[src/rtl/core/r2y_pkg.sv]
// Shared types, constants and arithmetic helpers for the RGB to YUV 4:2:0 converter.
// No dependencies; every other file of the block imports this package.
package r2y_pkg;

	// Field widths.
	localparam int PIX_W         = 8;
	localparam int CFG_W         = 13;
	localparam int CFG_INDEX_W   = 4;
	localparam int LUMA_ADDR_W   = 24;
	localparam int CHROMA_ADDR_W = 22;
	localparam int ACC_W         = 26;

	// Size limits and register reset values.
	localparam int DEF_MAX_WIDTH  = 4096;
	localparam int DEF_MAX_HEIGHT = 4096;
	localparam logic [CFG_W-1:0] RST_FRAME_WIDTH  = 13'd640;
	localparam logic [CFG_W-1:0] RST_FRAME_HEIGHT = 13'd480;

	// Configuration register indexes.
	localparam logic [CFG_INDEX_W-1:0] REG_FRAME_WIDTH  = 4'd0;
	localparam logic [CFG_INDEX_W-1:0] REG_FRAME_HEIGHT = 4'd1;

	// Q16 coefficients, each round(c * 65536).
	localparam logic signed [ACC_W-1:0] K_YR = 26'sd19595;
	localparam logic signed [ACC_W-1:0] K_YG = 26'sd38470;
	localparam logic signed [ACC_W-1:0] K_YB = 26'sd7471;
	localparam logic signed [ACC_W-1:0] K_UR = 26'sd9642;
	localparam logic signed [ACC_W-1:0] K_UG = 26'sd18931;
	localparam logic signed [ACC_W-1:0] K_UB = 26'sd28574;
	localparam logic signed [ACC_W-1:0] K_VR = 26'sd40305;
	localparam logic signed [ACC_W-1:0] K_VG = 26'sd33750;
	localparam logic signed [ACC_W-1:0] K_VB = 26'sd6554;
	localparam logic signed [ACC_W-1:0] K_OFS = 26'sd8388608;

	// Position information of one pixel, handed from the address generator to the pipeline.
	typedef struct packed {
		logic [LUMA_ADDR_W-1:0]   luma_addr;
		logic                     chroma_valid;
		logic [CHROMA_ADDR_W-1:0] chroma_addr;
		logic                     frame_end;
	} pos_t;

	// Clamp a Q16 sum: negative gives zero, otherwise truncate and limit to 255.
	function automatic logic [PIX_W-1:0] to_byte(input logic signed [ACC_W-1:0] acc);
		logic [PIX_W-1:0] res;
		if (acc[ACC_W-1]) begin
			res = '0;
		end else if (acc[ACC_W-2:16+PIX_W] != '0) begin
			res = '1;
		end else begin
			res = acc[16+PIX_W-1:16];
		end
		return res;
	endfunction

endpackage

[src/rtl/core/r2y_position.sv]
// Raster position tracker: column and row counters plus the Y and U/V plane address counters.
// Depends on r2y_pkg for field widths and the pos_t struct.
module r2y_position import r2y_pkg::*; #(
	parameter int MAX_WIDTH  = DEF_MAX_WIDTH,
	parameter int MAX_HEIGHT = DEF_MAX_HEIGHT
) (
	input  logic             clk,
	input  logic             arst_n,
	input  logic             step,
	input  logic [CFG_W-1:0] frame_width,
	input  logic [CFG_W-1:0] frame_height,
	output pos_t             pos
);

	localparam int CW = (MAX_WIDTH > 2) ? $clog2(MAX_WIDTH) : 1;
	localparam int RW = (MAX_HEIGHT > 2) ? $clog2(MAX_HEIGHT) : 1;
	localparam int SW = $clog2(MAX_WIDTH + 1);
	localparam int SH = $clog2(MAX_HEIGHT + 1);

	logic [CW-1:0]            col_q;
	logic [RW-1:0]            row_q;
	logic [LUMA_ADDR_W-1:0]   luma_idx_q;
	logic [CHROMA_ADDR_W-1:0] chroma_idx_q;

	logic [31:0] fw_ext;
	logic [31:0] fh_ext;
	logic [SW-1:0] w_eff;
	logic [SH-1:0] h_eff;
	logic last_col;
	logic last_row;
	logic chroma;
	logic frame_done;

	// Effective frame size, clamped to the supported range.
	always_comb begin
		fw_ext = 32'(frame_width);
		fh_ext = 32'(frame_height);
		if (fw_ext < 32'd2) begin
			w_eff = SW'(2);
		end else if (fw_ext > 32'(MAX_WIDTH)) begin
			w_eff = SW'(MAX_WIDTH);
		end else begin
			w_eff = SW'(fw_ext);
		end
		if (fh_ext < 32'd2) begin
			h_eff = SH'(2);
		end else if (fh_ext > 32'(MAX_HEIGHT)) begin
			h_eff = SH'(MAX_HEIGHT);
		end else begin
			h_eff = SH'(fh_ext);
		end
	end

	// Row and frame boundaries, and the 4:2:0 sample decision for the current pixel.
	always_comb begin
		last_col   = SW'(col_q) >= (w_eff - SW'(1));
		last_row   = SH'(row_q) >= (h_eff - SH'(1));
		frame_done = last_col && last_row;
		chroma     = !col_q[0] && !row_q[0];
		if (w_eff[0] && last_col) begin
			chroma = 1'b0;
		end
		if (h_eff[0] && last_row) begin
			chroma = 1'b0;
		end
	end

	assign pos.luma_addr    = luma_idx_q;
	assign pos.chroma_valid = chroma;
	assign pos.chroma_addr  = chroma ? chroma_idx_q : '0;
	assign pos.frame_end    = frame_done;

	// Counters step per accepted word (U/V address on chroma), cleared at frame end.
	always_ff @(posedge clk or negedge arst_n) begin
		if (!arst_n) begin
			col_q        <= '0;
			row_q        <= '0;
			luma_idx_q   <= '0;
			chroma_idx_q <= '0;
		end else if (step) begin
			if (frame_done) begin
				col_q        <= '0;
				row_q        <= '0;
				luma_idx_q   <= '0;
				chroma_idx_q <= '0;
			end else begin
				luma_idx_q <= luma_idx_q + LUMA_ADDR_W'(1);
				if (chroma) begin
					chroma_idx_q <= chroma_idx_q + CHROMA_ADDR_W'(1);
				end
				if (last_col) begin
					col_q <= '0;
					row_q <= row_q + RW'(1);
				end else begin
					col_q <= col_q + CW'(1);
				end
			end
		end
	end

	// A finished frame leaves every counter at zero.
	assert property (@(posedge clk) disable iff (!arst_n)
		step && frame_done |=> col_q == '0 && row_q == '0 && luma_idx_q == '0)
	else $error("position counters not cleared after frame end");

	// Chroma is never taken on an odd column or an odd row.
	assert property (@(posedge clk) disable iff (!arst_n)
		chroma |-> !col_q[0] && !row_q[0])
	else $error("chroma sample flagged on an odd position");

	// A pixel without chroma carries a zero chroma address.
	assert property (@(posedge clk) disable iff (!arst_n)
		!chroma |-> pos.chroma_addr == '0)
	else $error("chroma address not zero on a luma-only pixel");

endmodule

[src/rtl/core/r2y_csc.sv]
// Color space conversion: Q16 fixed-point RGB to Y, U and V with saturation to 8 bits.
// Depends on r2y_pkg for coefficients and the to_byte helper.
module r2y_csc import r2y_pkg::*; (
	input  logic [PIX_W-1:0] red,
	input  logic [PIX_W-1:0] green,
	input  logic [PIX_W-1:0] blue,
	output logic [PIX_W-1:0] y,
	output logic [PIX_W-1:0] u,
	output logic [PIX_W-1:0] v
);

	logic signed [ACC_W-1:0] r_s;
	logic signed [ACC_W-1:0] g_s;
	logic signed [ACC_W-1:0] b_s;
	logic signed [ACC_W-1:0] y_acc;
	logic signed [ACC_W-1:0] u_acc;
	logic signed [ACC_W-1:0] v_acc;

	// Components as non-negative signed operands.
	assign r_s = signed'(ACC_W'(red));
	assign g_s = signed'(ACC_W'(green));
	assign b_s = signed'(ACC_W'(blue));

	// Constant-coefficient sums; every sum fits in the accumulator width exactly.
	assign y_acc = K_YR * r_s + K_YG * g_s + K_YB * b_s;
	assign u_acc = K_OFS - K_UR * r_s - K_UG * g_s + K_UB * b_s;
	assign v_acc = K_OFS + K_VR * r_s - K_VG * g_s - K_VB * b_s;

	assign y = to_byte(y_acc);
	assign u = to_byte(u_acc);
	assign v = to_byte(v_acc);

endmodule

[src/rtl/core/rgb_to_yuv420_converter_top.sv]
// An accepted input word passes through the input register and then the result register to the output.
// Throughput: one pixel per cycle; the input register and the result register form
// a two-stage pipeline that stalls only while the result register is held by out_ready.
// Reset (arst_n low, asynchronous): pipeline empty, position counters and addresses at
// zero, frame_width 640 and frame_height 480. Configuration writes are always accepted.
// Depends on r2y_pkg, r2y_position and r2y_csc.
module rgb_to_yuv420_converter_top import r2y_pkg::*; #(
	parameter int MAX_WIDTH  = DEF_MAX_WIDTH,
	parameter int MAX_HEIGHT = DEF_MAX_HEIGHT
) (
	input  logic                     clk,
	input  logic                     arst_n,
	input  logic                     cfg_valid,
	output logic                     cfg_ready,
	input  logic [CFG_INDEX_W-1:0]   cfg_index,
	input  logic [CFG_W-1:0]         cfg_data,
	input  logic                     in_valid,
	output logic                     in_ready,
	input  logic [PIX_W-1:0]         red,
	input  logic [PIX_W-1:0]         green,
	input  logic [PIX_W-1:0]         blue,
	output logic                     out_valid,
	input  logic                     out_ready,
	output logic [PIX_W-1:0]         luma,
	output logic [LUMA_ADDR_W-1:0]   luma_address,
	output logic                     chroma_valid,
	output logic [PIX_W-1:0]         chroma_u,
	output logic [PIX_W-1:0]         chroma_v,
	output logic [CHROMA_ADDR_W-1:0] chroma_address,
	output logic                     frame_end
);

	logic [CFG_W-1:0] frame_width_q;
	logic [CFG_W-1:0] frame_height_q;

	logic in_accept;
	logic adv_s1;
	logic adv_s2;
	pos_t pos_cur;

	logic             valid_s1;
	logic [PIX_W-1:0] red_s1;
	logic [PIX_W-1:0] green_s1;
	logic [PIX_W-1:0] blue_s1;
	pos_t             pos_s1;

	logic [PIX_W-1:0] y_new;
	logic [PIX_W-1:0] u_new;
	logic [PIX_W-1:0] v_new;

	logic                     valid_s2;
	logic [PIX_W-1:0]         luma_s2;
	logic [LUMA_ADDR_W-1:0]   luma_addr_s2;
	logic                     chroma_valid_s2;
	logic [PIX_W-1:0]         chroma_u_s2;
	logic [PIX_W-1:0]         chroma_v_s2;
	logic [CHROMA_ADDR_W-1:0] chroma_addr_s2;
	logic                     frame_end_s2;

	// Configuration registers; indexes beyond the list are ignored.
	assign cfg_ready = 1'b1;

	always_ff @(posedge clk or negedge arst_n) begin
		if (!arst_n) begin
			frame_width_q  <= RST_FRAME_WIDTH;
			frame_height_q <= RST_FRAME_HEIGHT;
		end else if (cfg_valid && cfg_ready) begin
			unique case (cfg_index)
				REG_FRAME_WIDTH:  frame_width_q  <= cfg_data;
				REG_FRAME_HEIGHT: frame_height_q <= cfg_data;
				default: ;
			endcase
		end
	end

	// Pipeline flow control: a stage loads when the stage after it is free or moving.
	assign adv_s2    = !valid_s2 || out_ready;
	assign adv_s1    = !valid_s1 || adv_s2;
	assign in_ready  = adv_s1;
	assign in_accept = in_valid && in_ready;

	// Position of the word being accepted.
	r2y_position #(
		.MAX_WIDTH  (MAX_WIDTH),
		.MAX_HEIGHT (MAX_HEIGHT)
	) u_position (
		.clk          (clk),
		.arst_n       (arst_n),
		.step         (in_accept),
		.frame_width  (frame_width_q),
		.frame_height (frame_height_q),
		.pos          (pos_cur)
	);

	// Input register stage.
	always_ff @(posedge clk or negedge arst_n) begin
		if (!arst_n) begin
			valid_s1 <= 1'b0;
		end else if (adv_s1) begin
			valid_s1 <= in_valid;
		end
	end

	always_ff @(posedge clk) begin
		if (in_accept) begin
			red_s1   <= red;
			green_s1 <= green;
			blue_s1  <= blue;
			pos_s1   <= pos_cur;
		end
	end

	// Color conversion between the two register stages.
	r2y_csc u_csc (
		.red   (red_s1),
		.green (green_s1),
		.blue  (blue_s1),
		.y     (y_new),
		.u     (u_new),
		.v     (v_new)
	);

	// Result register stage; chroma fields read zero when no chroma is taken.
	always_ff @(posedge clk or negedge arst_n) begin
		if (!arst_n) begin
			valid_s2 <= 1'b0;
		end else if (adv_s2) begin
			valid_s2 <= valid_s1;
		end
	end

	always_ff @(posedge clk) begin
		if (adv_s2 && valid_s1) begin
			luma_s2         <= y_new;
			luma_addr_s2    <= pos_s1.luma_addr;
			chroma_valid_s2 <= pos_s1.chroma_valid;
			chroma_u_s2     <= pos_s1.chroma_valid ? u_new : '0;
			chroma_v_s2     <= pos_s1.chroma_valid ? v_new : '0;
			chroma_addr_s2  <= pos_s1.chroma_addr;
			frame_end_s2    <= pos_s1.frame_end;
		end
	end

	assign out_valid      = valid_s2;
	assign luma           = luma_s2;
	assign luma_address   = luma_addr_s2;
	assign chroma_valid   = chroma_valid_s2;
	assign chroma_u       = chroma_u_s2;
	assign chroma_v       = chroma_v_s2;
	assign chroma_address = chroma_addr_s2;
	assign frame_end      = frame_end_s2;

	// The input side stalls only when both stages are full and the output is held.
	assert property (@(posedge clk) disable iff (!arst_n)
		!in_ready |-> valid_s1 && valid_s2 && !out_ready)
	else $error("input stalled while the pipeline can move");

	// A word in the input stage that cannot move stays there.
	assert property (@(posedge clk) disable iff (!arst_n)
		valid_s1 && !adv_s2 |=> valid_s1 && $stable(pos_s1))
	else $error("input stage word lost during output stall");

	// Result words without chroma carry zero chroma fields.
	assert property (@(posedge clk) disable iff (!arst_n)
		out_valid && !chroma_valid |->
			chroma_u == '0 && chroma_v == '0 && chroma_address == '0)
	else $error("chroma fields not zero on a luma-only word");

endmodule

[config.mk]
export PLATFORM = sky130hd
export DESIGN_NAME = rgb_to_yuv420_converter_top
export DESIGN_NICKNAME = d
export VERILOG_FILES = /design/src/rtl/core/r2y_pkg.sv /design/src/rtl/core/r2y_position.sv /design/src/rtl/core/r2y_csc.sv /design/src/rtl/core/rgb_to_yuv420_converter_top.sv
export SDC_FILE = /design/constraint.sdc
export NUM_CORES = 1
export LEC_CHECK = 0
export CAP_MARGIN = 20
export CORE_ASPECT_RATIO = 0.8
export CORE_MARGIN = 2
export CORE_UTILIZATION = 30
export DETAILED_ROUTE_END_ITERATION = 8
export DONT_BUFFER_PORTS = 1
export PLACE_DENSITY = 0.43
export SLEW_MARGIN = 20
export SYNTH_ARGS = -nofsm -noshare
export SYNTH_HDL_FRONTEND = slang
export SYNTH_SLANG_ARGS = --single-unit
[constraint.sdc]
create_clock -name clk -period 6.8 [get_ports clk]
set_input_delay 1.02 -clock clk [delete_from_list [all_inputs] [get_ports clk]]
set_output_delay 1.02 -clock clk [all_outputs]
set_load 0.1 [all_outputs]
# == Word level (Yosys, flattened, before mapping) ==
# Index checks and enable logic that the tools add are counted.
# totals
out_inout_bits,75
regBits,242
word_cells,90
inputBits,46
# op_classes
add_sub_neg,14
n_bitwise,1
muxes,16
n_eq_ne,1
mul,9
order_cmp,6
reduce_logical,21
# op_table
cell,n
"15-bit by 8-bit multiplier with 23-bit output, first input constant",4
26-bit adder,3
26-bit subtractor,3
13-bit two-way mux,4
12-bit two-way mux,4
22-bit two-way mux,2
"13-bit by 8-bit multiplier with 21-bit output, first input constant",2
"25-bit by 26-bit adder with 26-bit output, first input constant",1
12-bit by 13-bit >= comparator with 1-bit output,2
"13-bit greater-than comparator, second input constant",2
"13-bit by 2-bit < comparator with 1-bit output, second input constant",2
"13-bit by 1-bit subtractor with 13-bit output, second input constant",2
"25-bit by 26-bit subtractor with 26-bit output, first input constant",1
"12-bit by 1-bit adder with 12-bit output, second input constant",2
"24-bit by 1-bit adder with 24-bit output, second input constant",1
"16-bit by 8-bit multiplier with 24-bit output, first input constant",1
24-bit two-way mux,1
8-bit two-way mux,3
"22-bit by 1-bit adder with 22-bit output, second input constant",1
"14-bit by 8-bit multiplier with 22-bit output, first input constant",1
"12-bit by 8-bit multiplier with 20-bit output, first input constant",1
2-bit AND reduction,4
1-bit logical AND,6
"4-bit by 1-bit equality test with 1-bit output, second input constant",1
7 further kinds,14

# == Logic depth before layout (Yosys ltp) ==
# logic_depth
depth_word,10
depth_mapped,28
mapped_depth_nobuf,28

# == By module ==
# Synthesis repeated with hierarchy kept, for this count alone.
# hier_totals
cells_unflattened,2930
area_unflattened_um2,29837.4
# by_module_without_submodules
mod,seq_area_each_um2,cells_per_inst,instances,area_each_um2
r2y_csc,0.0,2115,1,19364.8
rgb_to_yuv420_converter_top,5032.3,229,1,5562.8
r2y_position,1751.7,586,1,4909.7

# == Worst setup path after synthesis ==
# OpenSTA, ideal clock, no wires.
# synth_timing
path_type,register to register
from,register blue_s1[5]
to,"register luma_s2[6], in the netlist luma[6], data pin"
path_buffers,0
setup_slack_ns,-0.441
arrival_ns,6.987
required_time_ns,6.546
path_stages_with_launch,27
period_less_slack_ns,7.241
setup_ns,0.254
path_cell_list,edfxtp_1 -> fa_1 -> inv_1 -> fa_1 -> inv_1 -> fa_1 -> inv_1 -> fa_1 -> inv_1 -> ha_1 -> or2_2 -> a21oi_1 -> a211oi_1 -> nor3_1 -> o21bai_1 -> a21oi_1 -> xor2_1 -> fa_1 -> inv_1 -> ha_1 -> a21oi_1 -> nand2b_1 -> a2111o_1 -> a2111o_1 -> a41o_1 -> a211o_1 -> a21o_1
# synth_between
elab_chain_cells,3
# synth_lines
item,line_no,text
"start, declared",rgb_to_yuv420_converter_top.sv:44,logic [PIX_W-1:0] blue_s1;
"start signal, assigned",rgb_to_yuv420_converter_top.sv:108,blue_s1 <= blue;
13-bit by 8-bit multiplier with 21-bit output (*),r2y_csc.sv:25,assign y_acc = K_YR * r_s + K_YG * g_s + K_YB * b_s;
26-bit adder (*),r2y_csc.sv:25,
8-bit two-way mux,r2y_pkg.sv:48,end else if (acc[ACC_W-2:16+PIX_W] != '0) begin
"end signal, assigned",rgb_to_yuv420_converter_top.sv:134,luma_s2 <= y_new;
"end, declared",rgb_to_yuv420_converter_top.sv:52,logic [PIX_W-1:0] luma_s2;
# Every way passes the cells marked *; elsewhere a longest branch is shown, timed or not.
# A chain may end at the register's enable or synchronous reset.

# == Worst setup path in the final report ==
# layout_timing
from,register red_s1[6]
to,"register chroma_v_s2[1], in the netlist chroma_v[1], data pin"
# layout_between
elab_chain_cells,5
elab_cells_between_ends,6
cone_classes,add/sub (3); mul (1); mux (1); reduce/logical (1)
# layout_lines
item,line_no,text
"start, declared",rgb_to_yuv420_converter_top.sv:42,logic [PIX_W-1:0] red_s1;
"start signal, assigned",rgb_to_yuv420_converter_top.sv:106,red_s1 <= red;
16-bit by 8-bit multiplier with 24-bit output (*),r2y_csc.sv:27,assign v_acc = K_OFS + K_VR * r_s - K_VG * g_s - K_VB * b_s;
25-bit by 26-bit adder with 26-bit output (*),r2y_csc.sv:27,
26-bit subtractor (*) (2 in a row),r2y_csc.sv:27,
8-bit two-way mux / 2-bit OR reduction (equally long branches),--,
"end signal, assigned",rgb_to_yuv420_converter_top.sv:138,chroma_v_s2 <= pos_s1.chroma_valid ? v_new : '0;
"end, declared",rgb_to_yuv420_converter_top.sv:56,logic [PIX_W-1:0] chroma_v_s2;
# Marked as above.

==> out/qor.csv <==
stage,metric,value,unit
route,drcViolationCount,0,
synthesis,muxShareOfSynthArea,0.0114,
synthesis,synth_nets,3744,
timing,clock_skew,0.0360,ns
floorplanning,die_area,0.0995,mm^2
route,final_antenna_net_count,0,
timing,layout_setup_ws,-0.108,ns
timing,slew_violations,0,
floorplanning,fp.dieW,352,um
synthesis,synth_top_family_by_area,adder cells,
placement,placed_cells,4555,
timing,rsz0062_at_grt,yes,
cts,clock_latency,0.63,ns
timing,finalSetupViolCount,20,
timing,maxClockFrequency,145,MHz
synthesis,synth_compound_area_frac,0.102,
critical_path,timing.critical_path.arrival,7.29,ns
cts,cts_buffers,30,
global_routing,grt_pass1_vias,23100,
synthesis,synthesis.area,0.0291,mm^2
timing,hold_viol,0,
floorplanning,io-pin-count,121,
cts,cts.sinks,242,
synthesis,yosysWarnings,0,
timing,relSlewSlack,0.250,
floorplanning,start_util,0.301,
global_routing,grt_max_degree,99,
synthesis,synthSimpleGateAreaFrac,0.118,
synthesis,syn_avg_cell_area,10.0,um^2
global_routing,overflow,0,
route,drt_iter0_drc,1108,
cells_and_area,fin_cells,4643,
critical_path,start_kind,flip-flop,
route,wirelength,87600,um
synthesis,syn_inst,2907,
synthesis,synthArstFlopShare,0.405,
critical_path,crit_type,flip-flop to flip-flop,
global_routing,antenna_found_initial,2,
synthesis,synth-adder-area-share,0.409,
cells_and_area,fill_cells,9711,
cells_and_area,layout-drive-gt1-share,0.209,
run_status,violations,negative setup slack,
global_routing,track_usage,0.177,
route,via_per_inst,4.72,
timing,post-route-period-util,1.02,
cells_and_area,diodes,0,
floorplanning,core_area,0.0965,mm^2
critical_path,cp_max_fo,5,
synthesis,ys_seq_area_frac,0.233,
floorplanning,num_rows,102,
global_routing,grt_pass1_wl,137000,um
floorplanning,fp.dieH,283,um
critical_path,cp-end-kind,flip-flop,
critical_path,required,7.18,ns
placement,place_hpwl,73800,um
cts,cts_root_buffer,clkbuf_16,
timing,fin_crit,6.91,ns
run_status,status,finished with violations,
synthesis,synth-edff-count,144,
route,drtPass1Iterations,7,
cells_and_area,final_nets,4156,
hold_path,hp-class,primary input to async pin,
cells_and_area,fin_util,0.373,
synthesis,ys_seq_elements,242,
cts,clockBufferDepth,3,
synthesis,ys_types,84,
placement,place.gp.congestion,0.918,
synthesis,synth_xor_area_frac,0.0584,
timing,fin_hold_ws,0.105,ns
cts,path_clk_slew,0.06,ns
timing,worstMarginPinSlew,1.12,ns
cts,cts_tree,yes,
placement,pre_cts_slack,-0.425,ns
route,wl_per_cell,18.9,um
cells_and_area,area_delta_synth_final,23.7,%
route,dr_total_vias,21900,
synthesis,ys.flop_type,edfxtp_1,
cts,cts-htree-levels,1,
job,max_cap_violations,0,
placement,port_buffers,0,
state kept, by name, indices dropped and copies added (netlist names), 12 cells and up:
register                 count
chroma_address              22
frame_height_q              13
frame_width_q               13
luma_address                24
pos_s1                      48
u_position.chroma_idx_q     22
u_position.col_q            12
u_position.luma_idx_q       24
u_position.row_q            12
cell type report:
class / instances / area (um^2) / area share
inverter: 489 / 1840 / 0.0511
multi-input combinational: 2148 / 21500 / 0.597
clock inverter: 21 / 293 / 0.00813
timing repair buffer: 408 / 3140 / 0.0872
clock buffer: 35 / 810 / 0.0225
sequential: 242 / 6780 / 0.188
tap: 1300 / 1630 / 0.0452
synth_stat cells, drive strengths merged, types with 9 or more instances:
master	n	area share
inv	489	0.063
nand2b	31	0.0067
nand4	18	0.0039
nand3	61	0.011
o31ai	12	0.0031
fa	264	0.18
xor2	93	0.028
o21bai	17	0.0044
a21oi	126	0.022
a211oi	14	0.0036
nand2	117	0.015
a31oi	15	0.0032
a211o	9	0.0027
nor3	69	0.012
nor2b	21	0.0045
dfrtp	92	0.079
o21a	26	0.0067
nor2	181	0.023
or3	40	0.0086
nor4	13	0.0038
o21ai	104	0.018
and3	50	0.011
or2	16	0.0034
edfxtp	144	0.15
and2	31	0.0067
nand3b	10	0.0026
ha	527	0.23
mux2	26	0.010
xnor2	101	0.030
a21o	54	0.014
o211ai	14	0.0036
clkbuf	15	0.0020
buf	13	0.0033
cells by family after synthesis:
family,Yosys count
AO/OA/AOI/OAI,455
buffers and inverters,517
other,1
AND/OR/NAND/NOR,676
adder cells (fa/ha/maj),792
multiplexers,30
flip-flops,242
XOR/XNOR,194
layout by cell type, fill, tap and decap left out, types with 20 or more instances in the layout:
cell type,count
edfxtp_1,144
clkbuf_16,30
and3_1,47
nand2b_1,30
nor2b_1,20
inv_1,478
nor2_1,170
ha_4,31
a21o_1,54
buf_4,393
and2_1,30
nand3_1,51
fa_1,257
mux2_2,26
a21oi_2,21
xor2_1,83
nor3_1,61
dfrtp_1,92
a21oi_1,101
o21a_1,26
xnor2_1,91
or3_1,40
nand2_1,116
o21ai_0,85
ha_1,492
through the flow:
| step | setup TNS [ns] | cell area [um^2] |
|---|---|---|
| final | -1.51 | 36000 |
| after global routing | -7.71 | 36000 |
| after CTS | -1.40 | 35400 |
| after detailed placement | -7.99 | 33500 |
| after global placement | -7.15 | 33500 |
| after floorplan | 0 | 29200 |
critical path: stages (launching register included):
cell and delay (ns):
edfxtp_1 0.46, fa_1 0.56, inv_2 0.06, fa_1 0.49, fa_1 0.56, fa_1 0.43
inv_1 0.12, ha_4 0.21, a21o_1 0.18, a31oi_4 0.20, o21ai_4 0.11, o41a_1 0.48
a21oi_2 0.17, buf_4 0.12, o21ai_0 0.10, xnor2_1 0.36, buf_4 0.18, ha_1 0.22
inv_1 0.07, ha_1 0.23, ha_1 0.31, o21ai_0 0.17, nand2b_1 0.12, and2_1 0.22
a21oi_4 0.18, nand2_2 0.11, a31o_2 0.25
layer usage:
metal | up-vias | track usage | part of all wire
li1 | 10800 | - | -
met1 | 10800 | 0.256 | 0.50
met2 | 333 | 0.284 | 0.45
met3 | 63 | 0.0255 | 0.042
met4 | 0 | 0.0287 | 0.015
met5 | - | 0 | 0
what timing repair did:
action / 4_1_cts / 5_1_grt
pin swaps: 67 / 78
setup endpoints to repair: 24 / 24
setup buffers: 21 / 13
resized for setup: 124 / 85
hold buffers: 0 / 0
final timing paths:
check / start / to / slack [ns] / depth (start not counted)
setup / recovery: red_s1[6]$_DFFE_PP_ / chroma_v[1]$_SDFFCE_PP0P_ / -0.11 / 26
hold / removal: arst_n / u_position.luma_idx_q[9]$_DFFE_PN0P_ / 0.10 / 0
setup reg to reg: red_s1[6]$_DFFE_PP_ / chroma_v[1]$_SDFFCE_PP0P_ / -0.11 / 26
hold reg to reg: pos_s1[38]$_DFFE_PP_ / luma_address[14]$_DFFE_PP_ / 0.42 / 0
max in group asynchronous: arst_n / frame_height_q[5]$_DFFE_PN1P_ / 6.46 / 0
min in group clk: pos_s1[38]$_DFFE_PP_ / luma_address[14]$_DFFE_PP_ / 0.42 / 0
Power is not shown: default switching activity piles up to over one toggle a cycle in this logic, so the estimate is an artifact.
